$ cat src/hdl/cfd_pkg.sv
`default_nettype none
package cfd_pkg;

	localparam int SAMP_W    = 16;
	localparam int COEF_W    = 18;
	localparam int OUT_W     = 18;
	localparam int PROD_W    = SAMP_W + COEF_W;
	localparam int PADDR_W   = 4;
	localparam int PDATA_W   = 32;
	localparam int DECIM_W   = 5;
	localparam int TAPS_W    = 9;
	localparam int CADDR_W   = 8;

	// Jobs that may wait between the front and the MAC engine, the active one included.
	localparam int QDEPTH    = 2;

	localparam int OUT_MAX   = 131071;
	localparam int OUT_MIN   = -131072;
	localparam logic [OUT_W-1:0] OUT_MAX_C = 18'h1FFFF;
	localparam logic [OUT_W-1:0] OUT_MIN_C = 18'h20000;

	localparam logic [DECIM_W-1:0] RST_DECIM = 5'd10;
	localparam logic [TAPS_W-1:0]  RST_TAPS  = 9'd200;

	typedef enum logic [1:0] {
		REG_DECIM     = 2'd0,
		REG_TAPS      = 2'd1,
		REG_COEF_ADDR = 2'd2,
		REG_COEF_DATA = 2'd3
	} reg_idx_t;

	typedef enum logic [1:0] {
		BK_IDLE,
		BK_MAC,
		BK_FLUSH,
		BK_SCALE
	} bk_state_t;

	typedef struct packed {
		logic [SAMP_W-1:0] q;
		logic [SAMP_W-1:0] i;
	} sample_pair_t;

	typedef struct packed {
		logic [OUT_W-1:0] out_i;
		logic [OUT_W-1:0] out_q;
		logic             clipped;
		logic             config_error;
	} result_t;

	typedef struct packed {
		logic ready;
		logic err;
	} cfg_stat_t;

endpackage
`default_nettype wire

$ cat src/hdl/cfd_queue.sv
`default_nettype none
module cfd_queue
	import cfd_pkg::*;
#(
	parameter int W = 8
) (
	input  wire logic         clk,
	input  wire logic         arst_n,
	input  wire logic         push,
	input  wire logic [W-1:0] din,
	output logic              full,
	input  wire logic         pop,
	output logic              head_valid,
	output logic      [W-1:0] head
);

	localparam int QPW = (QDEPTH > 1) ? $clog2(QDEPTH) : 1;
	localparam int QCW = $clog2(QDEPTH + 1);

	logic [W-1:0]   slot_q [QDEPTH];
	logic [QPW-1:0] wr_q;
	logic [QPW-1:0] rd_q;
	logic [QCW-1:0] cnt_q;

	function automatic logic [QPW-1:0] nxt(input logic [QPW-1:0] p);
		return (p == QPW'(QDEPTH - 1)) ? '0 : p + QPW'(1);
	endfunction

	always_ff @(posedge clk or negedge arst_n) begin
		if (!arst_n) begin
			wr_q  <= '0;
			rd_q  <= '0;
			cnt_q <= '0;
		end else begin
			if (push) begin
				wr_q <= nxt(wr_q);
			end
			if (pop) begin
				rd_q <= nxt(rd_q);
			end
			if (push && !pop) begin
				cnt_q <= cnt_q + QCW'(1);
			end else if (pop && !push) begin
				cnt_q <= cnt_q - QCW'(1);
			end
		end
	end

	always_ff @(posedge clk) begin
		if (push) begin
			slot_q[wr_q] <= din;
		end
	end

	assign full       = (cnt_q == QCW'(QDEPTH));
	assign head_valid = (cnt_q != '0);
	assign head       = slot_q[rd_q];

endmodule
`default_nettype wire

$ cat config.mk
export PLATFORM = sky130hd
export DESIGN_NAME = cfd_queue
export DESIGN_NICKNAME = d
export VERILOG_FILES = /design/src/hdl/cfd_pkg.sv /design/src/hdl/cfd_queue.sv
export SDC_FILE = /design/constraint.sdc
export NUM_CORES = 1
export LEC_CHECK = 0
export BUFFER_PORTS_ARGS = -buffer_cell sky130_fd_sc_hd__clkbuf_2
export CORE_UTILIZATION = 50
export DETAILED_ROUTE_END_ITERATION = 16
export PLACE_DENSITY = 0.79
export SYNTH_ARGS = -nofsm -noshare
export SYNTH_HDL_FRONTEND = slang
export SYNTH_SLANG_ARGS = --single-unit
export TNS_END_PERCENT = 30
$ cat constraint.sdc
create_clock -name clk -period 2.4 [get_ports clk]
set_clock_uncertainty 0.1 [all_clocks]
set_input_delay 0.12 -clock clk [delete_from_list [all_inputs] [get_ports clk]]
set_output_delay 0.12 -clock clk [all_outputs]
set_load 0.1 [all_outputs]
==> metrics.yaml <==
grt.total_usage_pct: 16.36
start_util_pct: 56.59
clockBufferDepth: 2
die_h_um: 41.33
hold_viol_final: 0
synth_area_sq_um: 773.2
post_cts_resized: 0
gp_congestion: 0.6879
clk_pin_slew_ps: 100
vias_per_cell: 4.868
yosys_warnings: 0
firstDrtPassIters: 4
seq_area_sq_um: 580.6
grt_pass1_vias: 389
dr.first_iter.drc_count: 9
h-tree-depth: 1
yosysSeqAreaShare_pct: 75.08
status: "finished, final reports clean"
ant_nets: 0
die_w_um: 41.33
drive_above_1_share_pct: 44.74
worstSetupStartpointType: "register"
finalSetupViolations: 0
ys_seq_elements: 20
ctsRootBufferMaster: "clkbuf_4"
crit_fanout: 9
min_path_type: "input pin to asynchronous set/reset pin"
arrival_ps: 1630
period_needed_ps: 1848
crit_family: "flip-flops"
row_count: 13
grt-ovfl-total: 0
antenna_found_initial: 0
antenna_cells: 0
fmax_mhz: 541.1
worstPathRequired_ps: 2180
setup_tns_ps: 0
cts_num_sinks: 20
tightest_slew_ps: 696.7
multi_input_comb_area_sq_um: 177.7
die_area_sq_um: 1708
drc: 0
cp-end-kind: "output port"
drv_slew: 0
fill_cells: 97
nets: 90
cts_tree: "built"
cp_num_buf_inv: 1
max_stage_delay_ps: 580
area_delta_synth_final_pct: 32.20
grt_max_degree: 12
slew_headroom_pct: 53.46
placed_area_sq_um: 885.9
io_pins: 22
synth_cells: 41
dr_total_vias: 443
ys_types: 13
wl_per_cell_um: 14.00
fin_hold_ws_ps: 75.34
wirelength_mm: 1.274
slowest_stage: "dfrtp_1"
synth_nets: 54
core_sq_um: 1366
ctsHoldBuffers: 11
rsz0062_at_grt: "false"
cp_cell_sequence: "mux2_2, clkbuf_2"
critical_path_class: "register to output port"
dp_hpwl_um: 764
numCtsBuffers: 3
worstSkewPairLatency_ps: 280
final_cell_area_sq_um: 1022
syn_area_per_cell_sq_um: 18.86
cap_violations: 0
final_common_cell: "clkbuf_2"
place.port_buffers: 21
mostFrequentLayoutCells: "clkbuf_2, edfxtp_1, dlygate4sd3_1, mux2_2"
finalCritPeriodShare_pct: 77.01
grt_pass1_wl_mm: 1.704
cts_setup_buffers: 0
==> cell families after synthesis <==
kind of cell	Yosys count	synth area share (%)
XOR/XNOR	5	5.663
multiplexers	8	11.65
AND/OR/NAND/NOR	5	4.047
adder cells (fa/ha/maj)	1	1.618
flip-flops	20	75.08
buffers and inverters	2	1.941
==> per-stage QoR <==
stage / util (%) / instances / setup slack [ps]
finish: 74.82 / 91 / 551.9
global route: 74.82 / 91 / 494.7
CTS: 74.82 / 91 / 545.5
detailed placement: 64.84 / 76 / 869.0
global placement: 64.84 / 76 / 890.0
floorplan: - / 41 / 1137
==> metal layers <==
metal | part of all wire (%) | GRT usage [%] | vias up
met4 | 0 | 2.419 | 0
met3 | 4.2 | 5.319 | 0
met5 | 0 | 0 | -
met2 | 53 | 29.30 | 13
met1 | 43 | 19.57 | 213
li1 | - | - | 217
==> flip-flops by register name, summed over array words and instances, names as in the netlist <==
signal  flops
rd_q        1
slot_q     16
wr_q        1
cnt_q       2
==> area by class of cell <==
class	count	share of cell area, %
clock buffers	4	2.570
inverters	1	0.3672
multi-input cells	19	17.38
flip-flops and latches	20	56.79
well taps	15	1.836
repair buffers	32	21.05
==> synth_stat cells <==
master / number / area [sq um]
nor2b_1: 1 / 6.260
edfxtp_1: 16 / 480.5
xnor2_1: 1 / 8.760
and2b_2: 1 / 8.760
mux2_2: 8 / 90.09
dfrtp_1: 4 / 100.1
buf_6: 1 / 11.26
nor2_1: 1 / 3.750
or2_2: 1 / 6.260
inv_1: 1 / 3.750
ha_1: 1 / 12.51
and2_1: 1 / 6.260
xor2_1: 4 / 35.03
==> path summary, 6_finish.rpt <==
path / startpoint / end / slack, ps / cells after the start
min reg2reg: wr_q$_DFFE_PN0P_ / wr_q$_DFFE_PN0P_ / 390 / 1
min: arst_n / wr_q$_DFFE_PN0P_ / 80 / 2
max in group asynchronous: arst_n / rd_q$_DFFE_PN0P_ / 1990 / 2
min in group clk: wr_q$_DFFE_PN0P_ / wr_q$_DFFE_PN0P_ / 390 / 1
max reg2reg: wr_q$_DFFE_PN0P_ / slot_q[0][7]$_DFFE_PP_ / 970 / 1
max: rd_q$_DFFE_PN0P_ / head[5] / 550 / 2
Power is left out: the tool's default activity adds up to more than one toggle a clock period on the data nets, which glitch-free logic cannot reach.
