$ cat config.mk
export PLATFORM = sky130hd
export DESIGN_NAME = cfd_front
export DESIGN_NICKNAME = d
export VERILOG_FILES = /design/src/hdl/cfd_pkg.sv /design/src/hdl/cfd_front.sv
export SDC_FILE = /design/constraint.sdc
export NUM_CORES = 1
export LEC_CHECK = 0
export BUFFER_PORTS_ARGS = -buffer_cell sky130_fd_sc_hd__buf_2
export CORE_UTILIZATION = 45
export DETAILED_ROUTE_END_ITERATION = 10
export GPL_TIMING_DRIVEN = 1
export PLACE_DENSITY = 0.82
export SKIP_CTS_REPAIR_TIMING = 1
export SLEW_MARGIN = 0
export SYNTH_ARGS = -nofsm -noshare
export SYNTH_HDL_FRONTEND = slang
export SYNTH_SLANG_ARGS = --single-unit
$ cat constraint.sdc
create_clock -name clk -period 3.95 [get_ports clk]
set_input_delay 0.1975 -clock clk [delete_from_list [all_inputs] [get_ports clk]]
set_output_delay 0.1975 -clock clk [all_outputs]
set_load 0.01 [all_outputs]
$ cat src/hdl/cfd_pkg.sv
`default_nettype none
package cfd_pkg;

	localparam int SAMP_W    = 16;
	localparam int COEF_W    = 18;
	localparam int OUT_W     = 18;
	localparam int PROD_W    = SAMP_W + COEF_W;
	localparam int PADDR_W   = 4;
	localparam int PDATA_W   = 32;
	localparam int DECIM_W   = 5;
	localparam int TAPS_W    = 9;
	localparam int CADDR_W   = 8;

	// Jobs that may wait between the front and the MAC engine, the active one included.
	localparam int QDEPTH    = 2;

	localparam int OUT_MAX   = 131071;
	localparam int OUT_MIN   = -131072;
	localparam logic [OUT_W-1:0] OUT_MAX_C = 18'h1FFFF;
	localparam logic [OUT_W-1:0] OUT_MIN_C = 18'h20000;

	localparam logic [DECIM_W-1:0] RST_DECIM = 5'd10;
	localparam logic [TAPS_W-1:0]  RST_TAPS  = 9'd200;

	typedef enum logic [1:0] {
		REG_DECIM     = 2'd0,
		REG_TAPS      = 2'd1,
		REG_COEF_ADDR = 2'd2,
		REG_COEF_DATA = 2'd3
	} reg_idx_t;

	typedef enum logic [1:0] {
		BK_IDLE,
		BK_MAC,
		BK_FLUSH,
		BK_SCALE
	} bk_state_t;

	typedef struct packed {
		logic [SAMP_W-1:0] q;
		logic [SAMP_W-1:0] i;
	} sample_pair_t;

	typedef struct packed {
		logic [OUT_W-1:0] out_i;
		logic [OUT_W-1:0] out_q;
		logic             clipped;
		logic             config_error;
	} result_t;

	typedef struct packed {
		logic ready;
		logic err;
	} cfg_stat_t;

endpackage
`default_nettype wire

$ cat src/hdl/cfd_front.sv
`default_nettype none
module cfd_front
	import cfd_pkg::*;
#(
	parameter int MAX_TAPS  = 256,
	parameter int MAX_DECIM = 16,
	parameter int RING_AW   = 9,
	localparam int MW  = $clog2(MAX_DECIM + 1),
	localparam int TW  = $clog2(MAX_TAPS + 1),
	localparam int PHW = $clog2(MAX_DECIM)
) (
	input  wire logic                clk,
	input  wire logic                arst_n,
	input  wire logic [SAMP_W-1:0]   sample_i,
	input  wire logic [SAMP_W-1:0]   sample_q,
	input  wire logic                block_start,
	input  wire logic                in_valid,
	output logic                     in_ready,
	input  wire logic [MW-1:0]       m_eff,
	input  wire logic [TW-1:0]       taps_eff,
	input  wire cfg_stat_t           stat,
	input  wire logic                q_full,
	output logic                     ring_we,
	output logic      [RING_AW-1:0]  ring_waddr,
	output sample_pair_t             ring_wdata,
	output logic                     job_push,
	output logic      [RING_AW-1:0]  job_wp,
	output logic      [TW-1:0]       job_n,
	output logic                     job_err
);

	logic [RING_AW-1:0] wp_q;
	logic [TW-1:0]      fill_q;
	logic [PHW-1:0]     phase_q;
	logic [PHW-1:0]     phase_cur;
	logic [PHW:0]       phase_inc;
	logic [TW-1:0]      fill_new;
	logic               emit;
	logic               take;

	assign phase_cur = block_start ? '0 : phase_q;
	assign emit      = (phase_cur == '0);
	assign phase_inc = {1'b0, phase_cur} + (PHW + 1)'(1);
	assign in_ready  = stat.ready && !(emit && q_full);
	assign take      = in_valid && in_ready;

	always_comb begin
		if (block_start) begin
			fill_new = TW'(1);
		end else if (fill_q == TW'(MAX_TAPS)) begin
			fill_new = fill_q;
		end else begin
			fill_new = fill_q + TW'(1);
		end
	end

	always_ff @(posedge clk or negedge arst_n) begin
		if (!arst_n) begin
			wp_q    <= '0;
			fill_q  <= '0;
			phase_q <= '0;
		end else if (take) begin
			wp_q   <= wp_q + RING_AW'(1);
			fill_q <= fill_new;
			if (32'(phase_inc) >= 32'(m_eff)) begin
				phase_q <= '0;
			end else begin
				phase_q <= phase_inc[PHW-1:0];
			end
		end
	end

	assign ring_we      = take;
	assign ring_waddr   = wp_q;
	assign ring_wdata.i = sample_i;
	assign ring_wdata.q = sample_q;

	assign job_push = take && emit;
	assign job_wp   = wp_q;
	assign job_n    = (taps_eff < fill_new) ? taps_eff : fill_new;
	assign job_err  = stat.err;

endmodule
`default_nettype wire

==> results.md <==
Setup path:
- The critical path in this run is classified as register to primary output.
- STA classifies the critical path startpoint as a register.
- The endpoint required time on the critical path is ~3800 ps.
- Of all nets on the critical path, the largest fanout is 6.
- The arrival time at the worst endpoint is 3450 ps.
- STA classifies the critical path endpoint as a primary output.

Synthesis:
- Dividing the synthesized area by the synthesized cell count gives just under 9 um2.
- Ranked by total cell area, the synthesized netlist is headed by sky130_fd_sc_hd__dfrtp_1 (27%), sky130_fd_sc_hd__buf_4 (16%), sky130_fd_sc_hd__ha_1 (11%), sky130_fd_sc_hd__nand2_1 (4.1%), sky130_fd_sc_hd__inv_1 (3.9%).
- The number of enable flip-flop cells after synthesis is 0.
- The sequential area share after synthesis is a little over a quarter.
- The synthesized netlist net count is 298.
- Of the post-synthesis cell area, the dominant cell type holds 27.18%.
- The prevailing post-synth register cell is sky130_fd_sc_hd__dfrtp_1.
- The fraction of registers with async set or reset after synthesis is 100.0%.
- The mapped netlist covers 0.002026 mm2.
- After synthesis the netlist holds a flip-flop and latch count of 22.
- The largest total area in the synthesized netlist belongs to sky130_fd_sc_hd__dfrtp_1.
- The Yosys warning count is 0.
- Synthesis produced 227 cells.
- Yosys mapped the design onto 39 distinct sky130hd cell types.

Global routing:
- The aggregate global routing overflow is 0.
- The all-layer global routing usage is approximately 16%.
- The initial antenna violation count is 0.
- The number of global-route vias before repair is 1479.
- Entering global routing, the biggest net connects 31 pins.
- The first global-routing pass estimated between 6 and 7 mm of wire.

Floorplanning:
- The chip width is 69.10 um.
- The die area is between 0.004 and 0.005 mm2.
- The floorplan has 24 rows.
- Once the floorplan was initialized, standard cells occupied 46.52% of the core.
- In this run the standard cell core region covers about 0.0044 mm2.
- During I/O placement, the number of pins put on the boundary was roughly 120.
- The vertical die dimension is 69.10 um.

Clock network:
- The later pin in the worst-skew pair is clocked with a latency of 260 ps.
- After clock tree synthesis, the clock-pin slew on the worst setup and hold paths is 80 ps.
- The total number of clock tree sinks is 22.
- The tree is rooted in a sky130_fd_sc_hd__clkbuf_8.
- In this run the number of H-tree levels came out at 1.
- Counting the buffers created by CTS gives 3.
- TritonCTS built the clock tree.
- The maximum buffer depth of the clock tree is 2.

Timing:
- The setup TNS after final layout is 0 ps.
- The maximum clock frequency is 0.2744 GHz.
- The worst-margin pin slew is 461.9 ps.
- The final clock period utilization by the worst path is 92.25%.
- The smallest clock period supported by the final layout is computed as 3644 ps.
- Setup repair after global routing left no endpoint under its margin.
- The worst slew slack as a fraction of its limit is 69.20%.
- The total of endpoints with negative setup slack in the final report is 0.
- The clock arrives with 4.557 ps of skew.
- The number of failing hold endpoints at the final stage is 0.
- The number of max-slew violations in the final report was 0.

Outcome:
- The run finished with clean final reports.

Hold path:
- The tightest min-delay check is of the input port to primary output type.

Final layout:
- Counting the fill cells in the layout gives 416.
- The area growth from synthesis to layout is 3.150%.
- The total inserted antenna cells is 0.
- The layout net count is 309.
- Cells fill 47.99% of the core in the end.
- The library cell used most frequently in the layout, excluding fill and tap cells, is sky130_fd_sc_hd__buf_2.
- Leaving out fill and tap cells, the most frequent cells in the layout are sky130_fd_sc_hd__buf_2 (49), sky130_fd_sc_hd__nand2_1 (22), sky130_fd_sc_hd__dfrtp_1 (22), sky130_fd_sc_hd__inv_1 (21), sky130_fd_sc_hd__ha_1 (18).
- The post-route standard cell area excluding fillers is approximately 0.0021 mm2.
- The fraction of layout cells with a size suffix above 1 is between 20% and 30%.

Detailed routing:
- The first detailed-routing pass took 4 iterations.
- The remaining number of nets flagged by the antenna check after routing is 0.
- Dividing the detail-routed wire length by the instance count gives 12.40 um.
- In the routed layout, each cell is associated on average with a via count of 5.170.
- The residual DRC count is 0.
- Summing over every cut layer, the via total after detailed routing is ~1.5k.
- After the first detailed-routing iteration, the DRC count stood at 103.
- The wire length after detailed routing is around 3.6 mm.

Power:
- The power per unit of standard cell area is between 400 and 500 mW/mm2.
- Summing internal, switching and leakage power gives 866.1 uW.
- The leakage power of the design is 1.118 nW.
- VDD sags by at most 0.1626 mV.

Job:
- Max-cap violations in this run came to 0.

Placed design:
- The count of input and output buffers is between 40 and 50.
- The HPWL after detailed placement is 2.906 mm.
- Summing all placed instances gives a cell area of between 0.002 and 0.0025 mm2.
- The placer's final routability congestion estimate is 0.8002.
[Yosys cell counts, types with 6 or more instances]
library cell               n
sky130_fd_sc_hd__buf_4    43
sky130_fd_sc_hd__dfrtp_1  22
sky130_fd_sc_hd__ha_1     18
sky130_fd_sc_hd__inv_1    21
sky130_fd_sc_hd__mux2i_1   6
sky130_fd_sc_hd__nand2_1  22
sky130_fd_sc_hd__nand3_1   9
sky130_fd_sc_hd__nor2_1    6
sky130_fd_sc_hd__o21ai_0  10
sky130_fd_sc_hd__xnor2_1   6
sky130_fd_sc_hd__xor2_1    9
[per-stage QoR]
stage | worst slack (ps) | hold slack (ps) | cells
after floorplan | 980.2 | -98.09 | 227
after global placement | 707.4 | 181.3 | 282
after detailed placement | 519.8 | 180.2 | 282
after CTS | 233.4 | -98.01 | 286
after global routing | 61.95 | 395.0 | 289
final | 306.0 | 395.0 | 289
[logic make-up after synthesis]
family	synth area share, %
flops	27.18
simple gates	16.74
mux	4.447
compound gates	11.98
buf+inv	21.25
xor+xnor	7.289
fa+ha+maj	11.12
[area by class of cell]
cell class,count,area (um2),area share (%)
multi-input cells,137,1062,50.84
flip-flops and latches,22,550.5,26.35
repair buffers,53,277.8,13.29
inverters,21,78.83,3.772
well taps,52,65.06,3.114
clock buffers,4,55.05,2.635
[critical path: stages (launching register included)]
cell,delay [ps]
sky130_fd_sc_hd__dfrtp_1,420
sky130_fd_sc_hd__ha_1,220
sky130_fd_sc_hd__nand3_1,160
sky130_fd_sc_hd__or3_1,380
sky130_fd_sc_hd__a21o_1,210
sky130_fd_sc_hd__ha_1,300
sky130_fd_sc_hd__nand4_1,180
sky130_fd_sc_hd__nor2_1,110
sky130_fd_sc_hd__a2111oi_4,420
sky130_fd_sc_hd__o311ai_4,160
sky130_fd_sc_hd__buf_4,190
sky130_fd_sc_hd__mux2_4,290
sky130_fd_sc_hd__buf_2,140
[state kept, by name, indices dropped and copies added, names as in the netlist]
signal,count
fill_q,9
phase_q,4
job_wp,9
[where the power goes]
part           leakage (nW)  total, mW  switching, mW  internal (mW)
clock network        0.0288      0.160         0.0711         0.0887
registers             0.290      0.342         0.0651          0.277
logic                 0.799      0.364          0.193          0.172
total                  1.12      0.866          0.329          0.537
[path summary, 6_finish.rpt]
path                                     endpoint                   start  slack, ps  cells after the start
setup / recovery                         job_n[4]   fill_q[1]$_DFFE_PN0P_        310                     12
hold / removal                     ring_wdata[11]            sample_i[11]        400                      0
setup reg to reg           phase_q[0]$_DFFE_PN0P_  phase_q[0]$_DFFE_PN0P_       1760                      9
hold reg to reg             job_wp[8]$_DFFE_PN0P_   job_wp[8]$_DFFE_PN0P_        520                      1
max in group asynchronous  phase_q[0]$_DFFE_PN0P_                  arst_n       3220                      2
min in group asynchronous   job_wp[1]$_DFFE_PN0P_                  arst_n        420                      2
[routing by layer]
metal  share of wire, %  track usage [%]
met1                 41            17.10
met2                 52            29.77
met3                4.6            2.047
met4                1.8            6.349
met5                  0                0
(Power assumes the default switching activity.)
