[config.mk]
export PLATFORM = sky130hd
export DESIGN_NAME = cfd_regs
export DESIGN_NICKNAME = d
export VERILOG_FILES = /design/src/hdl/cfd_pkg.sv /design/src/hdl/cfd_regs.sv
export SDC_FILE = /design/constraint.sdc
export NUM_CORES = 1
export LEC_CHECK = 0
export ABC_AREA = 1
export BUFFER_PORTS_ARGS = -buffer_cell sky130_fd_sc_hd__buf_2
export CAP_MARGIN = 10
export CORE_ASPECT_RATIO = 0.8
export CORE_MARGIN = 10
export CORE_UTILIZATION = 54
export DETAILED_ROUTE_END_ITERATION = 8
export PLACE_DENSITY = 0.95
export SKIP_CTS_REPAIR_TIMING = 1
export SLEW_MARGIN = 0
export SYNTH_ARGS = -nofsm -noshare
export SYNTH_HDL_FRONTEND = slang
export SYNTH_SLANG_ARGS = --single-unit
[constraint.sdc]
create_clock -name clk -period 4.7 [get_ports clk]
set_clock_uncertainty 0.05 [all_clocks]
set_input_delay 0.47 -clock clk [delete_from_list [all_inputs] [get_ports clk]]
set_output_delay 0.47 -clock clk [all_outputs]
set_load 0.05 [all_outputs]
[src/hdl/cfd_pkg.sv]
`default_nettype none
package cfd_pkg;

	localparam int SAMP_W    = 16;
	localparam int COEF_W    = 18;
	localparam int OUT_W     = 18;
	localparam int PROD_W    = SAMP_W + COEF_W;
	localparam int PADDR_W   = 4;
	localparam int PDATA_W   = 32;
	localparam int DECIM_W   = 5;
	localparam int TAPS_W    = 9;
	localparam int CADDR_W   = 8;

	// Jobs that may wait between the front and the MAC engine, the active one included.
	localparam int QDEPTH    = 2;

	localparam int OUT_MAX   = 131071;
	localparam int OUT_MIN   = -131072;
	localparam logic [OUT_W-1:0] OUT_MAX_C = 18'h1FFFF;
	localparam logic [OUT_W-1:0] OUT_MIN_C = 18'h20000;

	localparam logic [DECIM_W-1:0] RST_DECIM = 5'd10;
	localparam logic [TAPS_W-1:0]  RST_TAPS  = 9'd200;

	typedef enum logic [1:0] {
		REG_DECIM     = 2'd0,
		REG_TAPS      = 2'd1,
		REG_COEF_ADDR = 2'd2,
		REG_COEF_DATA = 2'd3
	} reg_idx_t;

	typedef enum logic [1:0] {
		BK_IDLE,
		BK_MAC,
		BK_FLUSH,
		BK_SCALE
	} bk_state_t;

	typedef struct packed {
		logic [SAMP_W-1:0] q;
		logic [SAMP_W-1:0] i;
	} sample_pair_t;

	typedef struct packed {
		logic [OUT_W-1:0] out_i;
		logic [OUT_W-1:0] out_q;
		logic             clipped;
		logic             config_error;
	} result_t;

	typedef struct packed {
		logic ready;
		logic err;
	} cfg_stat_t;

endpackage
`default_nettype wire

[src/hdl/cfd_regs.sv]
`default_nettype none
module cfd_regs
	import cfd_pkg::*;
#(
	parameter int MAX_TAPS  = 256,
	parameter int MAX_DECIM = 16,
	localparam int MW  = $clog2(MAX_DECIM + 1),
	localparam int TW  = $clog2(MAX_TAPS + 1),
	localparam int CAW = $clog2(MAX_TAPS)
) (
	input  wire logic               clk,
	input  wire logic               arst_n,
	input  wire logic               psel,
	input  wire logic               penable,
	input  wire logic               pwrite,
	input  wire logic [PADDR_W-1:0] paddr,
	input  wire logic [PDATA_W-1:0] pwdata,
	output logic      [PDATA_W-1:0] prdata,
	output logic      [MW-1:0]      m_eff,
	output logic      [TW-1:0]      taps_eff,
	output cfg_stat_t               stat,
	output logic                    coef_we,
	output logic      [CAW-1:0]     coef_waddr,
	output logic      [COEF_W-1:0]  coef_wdata
);

	localparam int CW = $clog2(TW + 1);

	logic [DECIM_W-1:0] decim_q;
	logic [TAPS_W-1:0]  taps_q;
	logic [CADDR_W-1:0] caddr_q;
	logic [COEF_W-1:0]  cdata_q;
	logic               wr;
	reg_idx_t           idx;
	logic [31:0]        dec32;
	logic [31:0]        m32;
	logic [31:0]        tap32;

	logic               load_q;
	logic [CW-1:0]      cnt_q;
	logic [TW-1:0]      div_q;
	logic [MW-1:0]      rem_q;
	logic [MW:0]        cand;

	// Coefficient address reduced modulo the memory depth by restoring subtraction.
	function automatic logic [CAW-1:0] addr_mod(input logic [CADDR_W-1:0] a);
		int r;
		r = int'(a);
		for (int k = CADDR_W - 1; k >= 0; k--) begin
			if (r >= (MAX_TAPS << k)) begin
				r = r - (MAX_TAPS << k);
			end
		end
		return CAW'(r);
	endfunction

	assign wr  = psel && penable && pwrite;
	assign idx = reg_idx_t'(paddr[3:2]);

	always_ff @(posedge clk or negedge arst_n) begin
		if (!arst_n) begin
			decim_q <= RST_DECIM;
			taps_q  <= RST_TAPS;
			caddr_q <= '0;
			cdata_q <= '0;
		end else if (wr) begin
			case (idx)
				REG_DECIM:     decim_q <= pwdata[DECIM_W-1:0];
				REG_TAPS:      taps_q  <= pwdata[TAPS_W-1:0];
				REG_COEF_ADDR: caddr_q <= pwdata[CADDR_W-1:0];
				REG_COEF_DATA: cdata_q <= pwdata[COEF_W-1:0];
				default:       ;
			endcase
		end
	end

	assign coef_we    = wr && (idx == REG_COEF_DATA);
	assign coef_waddr = addr_mod(caddr_q);
	assign coef_wdata = pwdata[COEF_W-1:0];

	always_comb begin
		case (idx)
			REG_DECIM:     prdata = PDATA_W'(decim_q);
			REG_TAPS:      prdata = PDATA_W'(taps_q);
			REG_COEF_ADDR: prdata = PDATA_W'(caddr_q);
			REG_COEF_DATA: prdata = PDATA_W'(cdata_q);
			default:       prdata = '0;
		endcase
	end

	always_comb begin
		dec32 = 32'(decim_q);
		tap32 = 32'(taps_q);
		if (dec32 == 32'd0) begin
			m32 = 32'd1;
		end else if (dec32 > 32'(MAX_DECIM)) begin
			m32 = 32'(MAX_DECIM);
		end else begin
			m32 = dec32;
		end
		if (tap32 > 32'(MAX_TAPS)) begin
			tap32 = 32'(MAX_TAPS);
		end
		m_eff    = MW'(m32);
		taps_eff = TW'(tap32);
	end

	// Bit-serial remainder of taps_eff by m_eff, rerun after reset and after any
	// write to either register.
	assign cand = {rem_q, div_q[TW-1]};

	always_ff @(posedge clk or negedge arst_n) begin
		if (!arst_n) begin
			load_q <= 1'b1;
			cnt_q  <= '0;
			rem_q  <= '0;
			div_q  <= '0;
		end else if (wr && (idx == REG_DECIM || idx == REG_TAPS)) begin
			load_q <= 1'b1;
		end else if (load_q) begin
			load_q <= 1'b0;
			cnt_q  <= CW'(TW);
			rem_q  <= '0;
			div_q  <= taps_eff;
		end else if (cnt_q != '0) begin
			cnt_q <= cnt_q - CW'(1);
			div_q <= {div_q[TW-2:0], 1'b0};
			if (cand >= {1'b0, m_eff}) begin
				rem_q <= MW'(cand - {1'b0, m_eff});
			end else begin
				rem_q <= cand[MW-1:0];
			end
		end
	end

	assign stat.ready = !load_q && (cnt_q == '0);
	assign stat.err   = (rem_q != '0);

endmodule
`default_nettype wire

==> results.cfg, run 1 <==
[logic_synthesis]
synth_area_per_cell_sq_um = 7.719
yosysWarnings = 0
syn_area_sq_um = 3334
synth_cell_type_count = 36
seq_area_frac_synth = 0.4450
synth-seq-cells = 59
synthCells = 432

[timing]
min_period_ns = 2.417
finalCritPeriodShare = 0.5142
fmax_mhz = 413.7
finalMaxSlewViolations = 0
finalSetupTns_ns = 0
relSlewSlack = 0.5080
rsz0062_at_grt = false
setup_violations = 0
report.final.hold_viol_count = 0
tightestPinTransition_ns = 0.7380

[grt]
gr-total-overflow = 0
grt_max_degree = 60
track_usage = 0.1810
grt_pass1_vias = 3007
antenna_found_initial = 0
grt_pass1_wl_mm = 14.15

[floorplan]
core_area_sq_um = 5943
dieArea_sq_um = 9738
row_count = 25
fp.dieW_microns = 107.9
die_h_microns = 90.29
start_util = 0.5611
ios = 116

[power_and_ir_drop]
switching_share = 0.4458
combPwrFrac = 0.424
ir_drop_v = 0.0003049
intPower_mw = 1.218
finalPower_mw = 2.199
p_sw_uw = 980.2
seq_power_share = 0.337
pwr-share-clk = 0.240
power.density_nw_per_um2 = 574.2
leakagePower_nw = 2.089

[detailed_routing]
post-route-drc-count = 0
num_vias = 3026
drt_wl_total_mm = 8.568
drtAntennaViolNets = 0
post_drt_wl_per_cell_microns = 14.70
drtIter0Drc = 218
drt-pass1-iter-count = 5
routed_via_density = 5.190

[job]
drv_cap = 0

[layout]
fin_nets = 545
syn_to_final_growth_pct = 14.82
final_cell_area_sq_um = 3829
finalCoreUtilization = 0.6442
n_fill_cell = 498
layout-drive-gt1-share = 0.2470
antenna-diode-count = 0

[placement]
gp_congestion = 0.8454
dp_hpwl_mm = 6.293
portBuffers = 85
placedInstanceArea_sq_um = 3602

[cts]
clk_pin_slew_worst_paths_ns = 0.07
clkLatencyLatePin_ns = 0.35
cts_buffers = 9
clock_path_buffers = 2
cts-root-buf = clkbuf_8
cts_max_level = 3
clkSinkCount = 59
cts_tree = built

[status]
outcome = completed

[setup_path]
endpoint_kind = flip-flop
max_stage_delay_ns = 0.42
path_class = reg2reg
crit_path_start_kind = flip-flop
cpMaxStageDelayCell = dfrtp_1
crit_required_ns = 4.94
cp.arrival_ns = 2.66
crit_top_cell = nand2_1
worstPathCellList = inv_1 > nand4_1 > a21oi_1 > ha_1 > inv_1 > fa_1 > inv_1 > nand2_1 > nand3b_1 > nand2_1 > nand2_1 > nand3_1 > nand2_1
cp_max_fo = 6

[min_path]
hp-class = in2async
-- worst paths after layout --
kind / start / to / slack [ns] / cells after the start
worst max-delay path: decim_q[2] / rem_q[4] / 2.28 / 13
worst min-delay path: arst_n / cnt_q[2] / 0.21 / 2
worst max register to register: decim_q[2] / rem_q[4] / 2.28 / 13
worst min register to register: div_q[3] / div_q[4] / 0.45 / 2
max in group asynchronous: arst_n / cdata_q[14] / 3.89 / 2
min in group clk: pwdata[9] / cdata_q[9] / 0.29 / 3
-- worst max-delay path: cells and delay by family (launching register included) --
family | cells | cell delay (ns)
compound gates | 1 | 0.25
simple gates | 7 | 0.78
fa+ha+maj | 2 | 0.62
buf+inv | 3 | 0.23
flops | 1 | 0.42
-- flip-flops by register name (all words and copies together) (netlist names) --
register    cells
cdata_q        18
cnt_q           4
coef_waddr      8
decim_q         5
div_q           9
load_q          1
rem_q           5
taps_q          9
-- area by class of cell --
| class | count | area (sq um) | share of cell area |
|---|---|---|---|
| clock buffers | 10 | 137.6 | 0.03595 |
| clock inverters | 6 | 88.84 | 0.02320 |
| inverters | 67 | 251.5 | 0.06569 |
| multi-input cells | 274 | 1333 | 0.3480 |
| flip-flops and latches | 59 | 1484 | 0.3876 |
| well taps | 81 | 101.3 | 0.02647 |
| repair buffers | 86 | 432.9 | 0.1131 |
-- cell families after synthesis --
family | Yosys count | share of synthesized area
AOI/OAI and AO/OA | 58 | 0.1013
buffers and inverters | 112 | 0.1700
adders and majority gates | 7 | 0.02852
xor gates and xnor gates | 2 | 0.005254
and+or+nand+nor | 193 | 0.2488
DFF | 59 | 0.4450
other | 1 | 0.001125
-- cell usage in the layout (no fill, tap or decap), types with 2 or more instances in the layout --
cell        netlist  layout
a21oi_1           4       4
buf_2             5      85
bufinv_16         0       2
clkbuf_8          0      10
clkinvlp_4        0       2
conb_1            1      14
dfrtp_1          53      53
dfstp_2           6       6
ha_1              6       6
inv_1            64      64
inv_2             3       3
nand2_1         124     124
nand2_2           4       4
nand3_1          22      22
nand3_2           2       2
nand4_1           2       2
nor2_1           30      30
nor2_4            2       2
nor3_1            2       2
o2111ai_1         5       5
o21ai_0          32      32
o21ai_1           9       9
o221ai_1          2       2
o22ai_1           2       2
xnor2_1           2       2
-- cell usage after synthesis --
| master | instances | area (sq um) |
|---|---|---|
| nand2_1 | 124 | 465.5 |
| inv_1 | 64 | 240.2 |
| dfrtp_1 | 53 | 1326 |
| buf_4 | 33 | 247.7 |
| o21ai_0 | 32 | 160.2 |
| nor2_1 | 30 | 112.6 |
| nand3_1 | 22 | 110.1 |
| o21ai_1 | 9 | 45.04 |
| dfstp_2 | 6 | 157.7 |
| ha_1 | 6 | 75.07 |
| buf_2 | 5 | 25.02 |
| o2111ai_1 | 5 | 43.79 |
| a21oi_1 | 4 | 20.02 |
| clkbuf_1 | 4 | 15.01 |
| nand2_2 | 4 | 25.02 |
| inv_2 | 3 | 11.26 |
| buf_6 | 2 | 22.52 |
| nand3_2 | 2 | 20.02 |
| nand4_1 | 2 | 12.51 |
| nor2_4 | 2 | 22.52 |
| nor3_1 | 2 | 10.01 |
| o221ai_1 | 2 | 17.52 |
| o22ai_1 | 2 | 12.51 |
| xnor2_1 | 2 | 17.52 |
| a21boi_0 | 1 | 7.510 |
| a21oi_4 | 1 | 16.27 |
| clkbuf_2 | 1 | 5.000 |
| conb_1 | 1 | 3.750 |
| fa_1 | 1 | 20.02 |
| nand2_4 | 1 | 11.26 |
| nand3b_1 | 1 | 7.510 |
| nor2_2 | 1 | 6.260 |
| nor2_8 | 1 | 20.02 |
| o211ai_1 | 1 | 7.510 |
| o31ai_1 | 1 | 7.510 |
| or2_2 | 1 | 6.260 |
-- through the flow --
step | setup slack, ns | std cells | hold WS, ns
finish | 2.283 | 583 | 0.2141
global route | 2.030 | 583 | 0.2777
CTS | 2.316 | 583 | 0.2430
detailed placement | 2.314 | 567 | 0.4336
global placement | 2.355 | 567 | 0.4138
floorplan | 1.904 | 445 | 0.1244
-- power by group through the flow --
| stage | Combinational (mW) | Clock, mW | Sequential (mW) |
|---|---|---|---|
| after CTS | 0.935 | 0.533 | 0.740 |
| after floorplan | 0.727 | 0 | 0.763 |
| after detailed placement | 0.929 | 0 | 0.748 |
| final | 0.931 | 0.527 | 0.740 |
| after global routing | 1.04 | 0.556 | 0.760 |
| after global placement | 0.894 | 0 | 0.736 |
-- per-layer routing --
metal | GRT usage | part of all wire | vias to the layer above
met5 | 0 | 0 | -
met4 | 0.07222 | 0.016 | 0
met3 | 0.07204 | 0.099 | 14
met2 | 0.2899 | 0.48 | 144
met1 | 0.2103 | 0.41 | 1437
li1 | - | - | 1431
(Power assumes the default switching activity.)
==> inputs of run 2 (changes only) <==
--- a/config.mk
+++ b/config.mk
@@ -10,9 +10,9 @@
 export CAP_MARGIN = 10
 export CORE_ASPECT_RATIO = 0.8
 export CORE_MARGIN = 10
-export CORE_UTILIZATION = 54
+export CORE_UTILIZATION = 45
 export DETAILED_ROUTE_END_ITERATION = 8
-export PLACE_DENSITY = 0.95
+export PLACE_DENSITY = 0.87
 export SKIP_CTS_REPAIR_TIMING = 1
 export SLEW_MARGIN = 0
 export SYNTH_ARGS = -nofsm -noshare
==> constraint.sdc (replaced) <==
create_clock -name clk -period 2.2 [get_ports clk]
set_clock_uncertainty 0.05 [all_clocks]
set_input_delay 0.22 -clock clk [delete_from_list [all_inputs] [get_ports clk]]
set_output_delay 0.22 -clock clk [all_outputs]
set_load 0.05 [all_outputs]
==> results.cfg, run 2 (synthesis gave the netlist of run 1 again) <==
[layout]
antenna-diode-count = 0
multi_input_area_sq_um = 1399
mostFrequentLayoutCell = nand2_1
fin_nets = 556
syn_to_final_growth_pct = 20.19
layout-drive-gt1-share = 0.2924
largest_reg_flops = 18
top_regs = cdata_q (18), div_q (9), taps_q (9)
n_fill_cell = 655
layout_common_cells = nand2_1 (121), buf_2 (85), inv_1 (57)
seqCellArea_sq_um = 1484
regMostFlops = cdata_q

[timing]
relSlewSlack = 0.6201
min_period_ns = 2.237
timing.hold.ws_ns = 0.04767
tightestPinTransition_ns = 0.5699
finalMaxSlewViolations = 0
setup_violations = 5
fmax_mhz = 447.1
finalCritPeriodShare = 1.017
setup_ws_ns = -0.03682
report.final.hold_viol_count = 0
rsz0062_at_grt = true

[floorplan]
dieArea_sq_um = 11270
ios = 116
fp.dieW_microns = 116.2
core_area_sq_um = 7027
row_count = 27
die_h_microns = 97.00
start_util = 0.4745

[grt]
gr-total-overflow = 0
grt_pass1_wl_mm = 14.31
antenna_found_initial = 0
grt_pass1_vias = 2945
grt_max_degree = 37
track_usage = 0.1575

[power_and_ir_drop]
leakagePower_nw = 2.156
intPower_mw = 2.807
pwr-share-clk = 0.239
switching_share = 0.4317
power.density_nw_per_um2 = 1232
p_sw_mw = 2.132
combPwrFrac = 0.441
ir_drop_v = 0.0005204
seq_power_share = 0.320

[cts]
clk_pin_slew_worst_paths_ns = 0.07
cts_buffers = 9
clock_path_buffers = 2
clkSinkCount = 59
cts_tree = built
cts-root-buf = clkbuf_8
cts_max_level = 3
clkLatencyLatePin_ns = 0.34

[min_path]
hold_end = cdata_q[9]
hold_start = pwdata[9]
hp-class = in2reg
worst_hold_path.num_cells = 3

[setup_path]
rr_endpoint = rem_q[4]
crit_required_ns = 2.43
crit_path_start_kind = flip-flop
r2r-start = decim_q[2]
rrSetupSlack_ns = -0.04
cp_max_fo = 6
endpoint_kind = flip-flop
path_class = reg2reg
cp.arrival_ns = 2.47
worstRegToRegCells = 14

[status]
outcome = finished, violations left
violations = negative setup slack

[placement]
dp_hpwl_mm = 6.596
gp_congestion = 0.8051
pre_cts_slack_ns = -0.01395
portBuffers = 85

[detailed_routing]
num_vias = 2880
post-route-drc-count = 0
drtAntennaViolNets = 0
post_drt_wl_per_cell_microns = 14.34
highest_layer = met4
routed_via_density = 4.800
wl_met3_microns = 702
wl_met2_mm = 4.104
drt-pass1-iter-count = 5
drtIter0Drc = 210
wl_met1_mm = 3.681
drt_wl_total_mm = 8.603

[job]
drv_cap = 0
[run 2: cell types whose count changed in the layout (fill, tap and decap cells not counted), sizes merged]
cell	before	now
clkbuf	10	11
buf	86	96
bufinv	2	3
clkinvlp	2	1
clkinv	2	1
dlygate4sd3	0	1
[run 2: worst max-delay path by stage]
stage                    start        to  slack [ns]  depth (start not counted)
CTS                 decim_q[3]  rem_q[2]       -0.09                         13
finish              decim_q[2]  rem_q[4]       -0.04                         14
global route        decim_q[0]  rem_q[1]       -0.22                         14
floorplan           decim_q[0]  rem_q[3]       -0.10                         13
detailed placement  decim_q[3]  rem_q[2]       -0.01                         13
global placement    decim_q[3]  rem_q[3]        0.06                         13
[run 2: cell type report]
class                      count  area share
clock buffer                  11     0.03278
clock inverter                 5     0.02560
inverter                      67     0.06275
multi-input combinational    274      0.3490
sequential                    59      0.3703
tap                           87     0.02716
timing repair buffer          97      0.1324
[run 2: per-stage QoR]
| stage | power [mW] | utilization | setup TNS (ns) | area (sq um) | cells |
|---|---|---|---|---|---|
| final | 4.938 | 0.5703 | -0.09063 | 4008 | 600 |
| after global routing | 5.300 | 0.5703 | -0.9861 | 4008 | 600 |
| after CTS | 4.889 | 0.5629 | -0.4166 | 3955 | 597 |
| after detailed placement | 3.673 | 0.5296 | -0.04996 | 3721 | 581 |
| after global placement | 3.590 | 0.5296 | 0 | 3721 | 581 |
| after floorplan | 3.226 | - | -0.4847 | 3422 | 445 |
[run 2: worst max-delay path, cell delays in order (launching register included)]
cell and delay, ns:
dfrtp_1 0.41, inv_2 0.07, nand4_1 0.16, nand2_1 0.13, inv_2 0.08, nor2_4 0.10, inv_2 0.05, fa_2 0.39
inv_2 0.06, nand2_2 0.05, nand3b_1 0.23, nand2_2 0.15, nand2_1 0.12, nand3_1 0.07, nand2_1 0.06
[run 2: layer usage]
metal | track usage | vias to the layer above
li1 | - | 1450
met4 | 0.04099 | 0
met3 | 0.06962 | 10
met1 | 0.1868 | 1321
met2 | 0.2521 | 99
met5 | 0 | -
[run 2: power by group through the flow]
stage	registers, mW	clock network [mW]	logic, mW
final	1.58	1.18	2.18
after global routing	1.61	1.26	2.42
after CTS	1.57	1.21	2.11
after detailed placement	1.59	0	2.08
after global placement	1.58	0	2.01
after floorplan	1.63	0	1.59
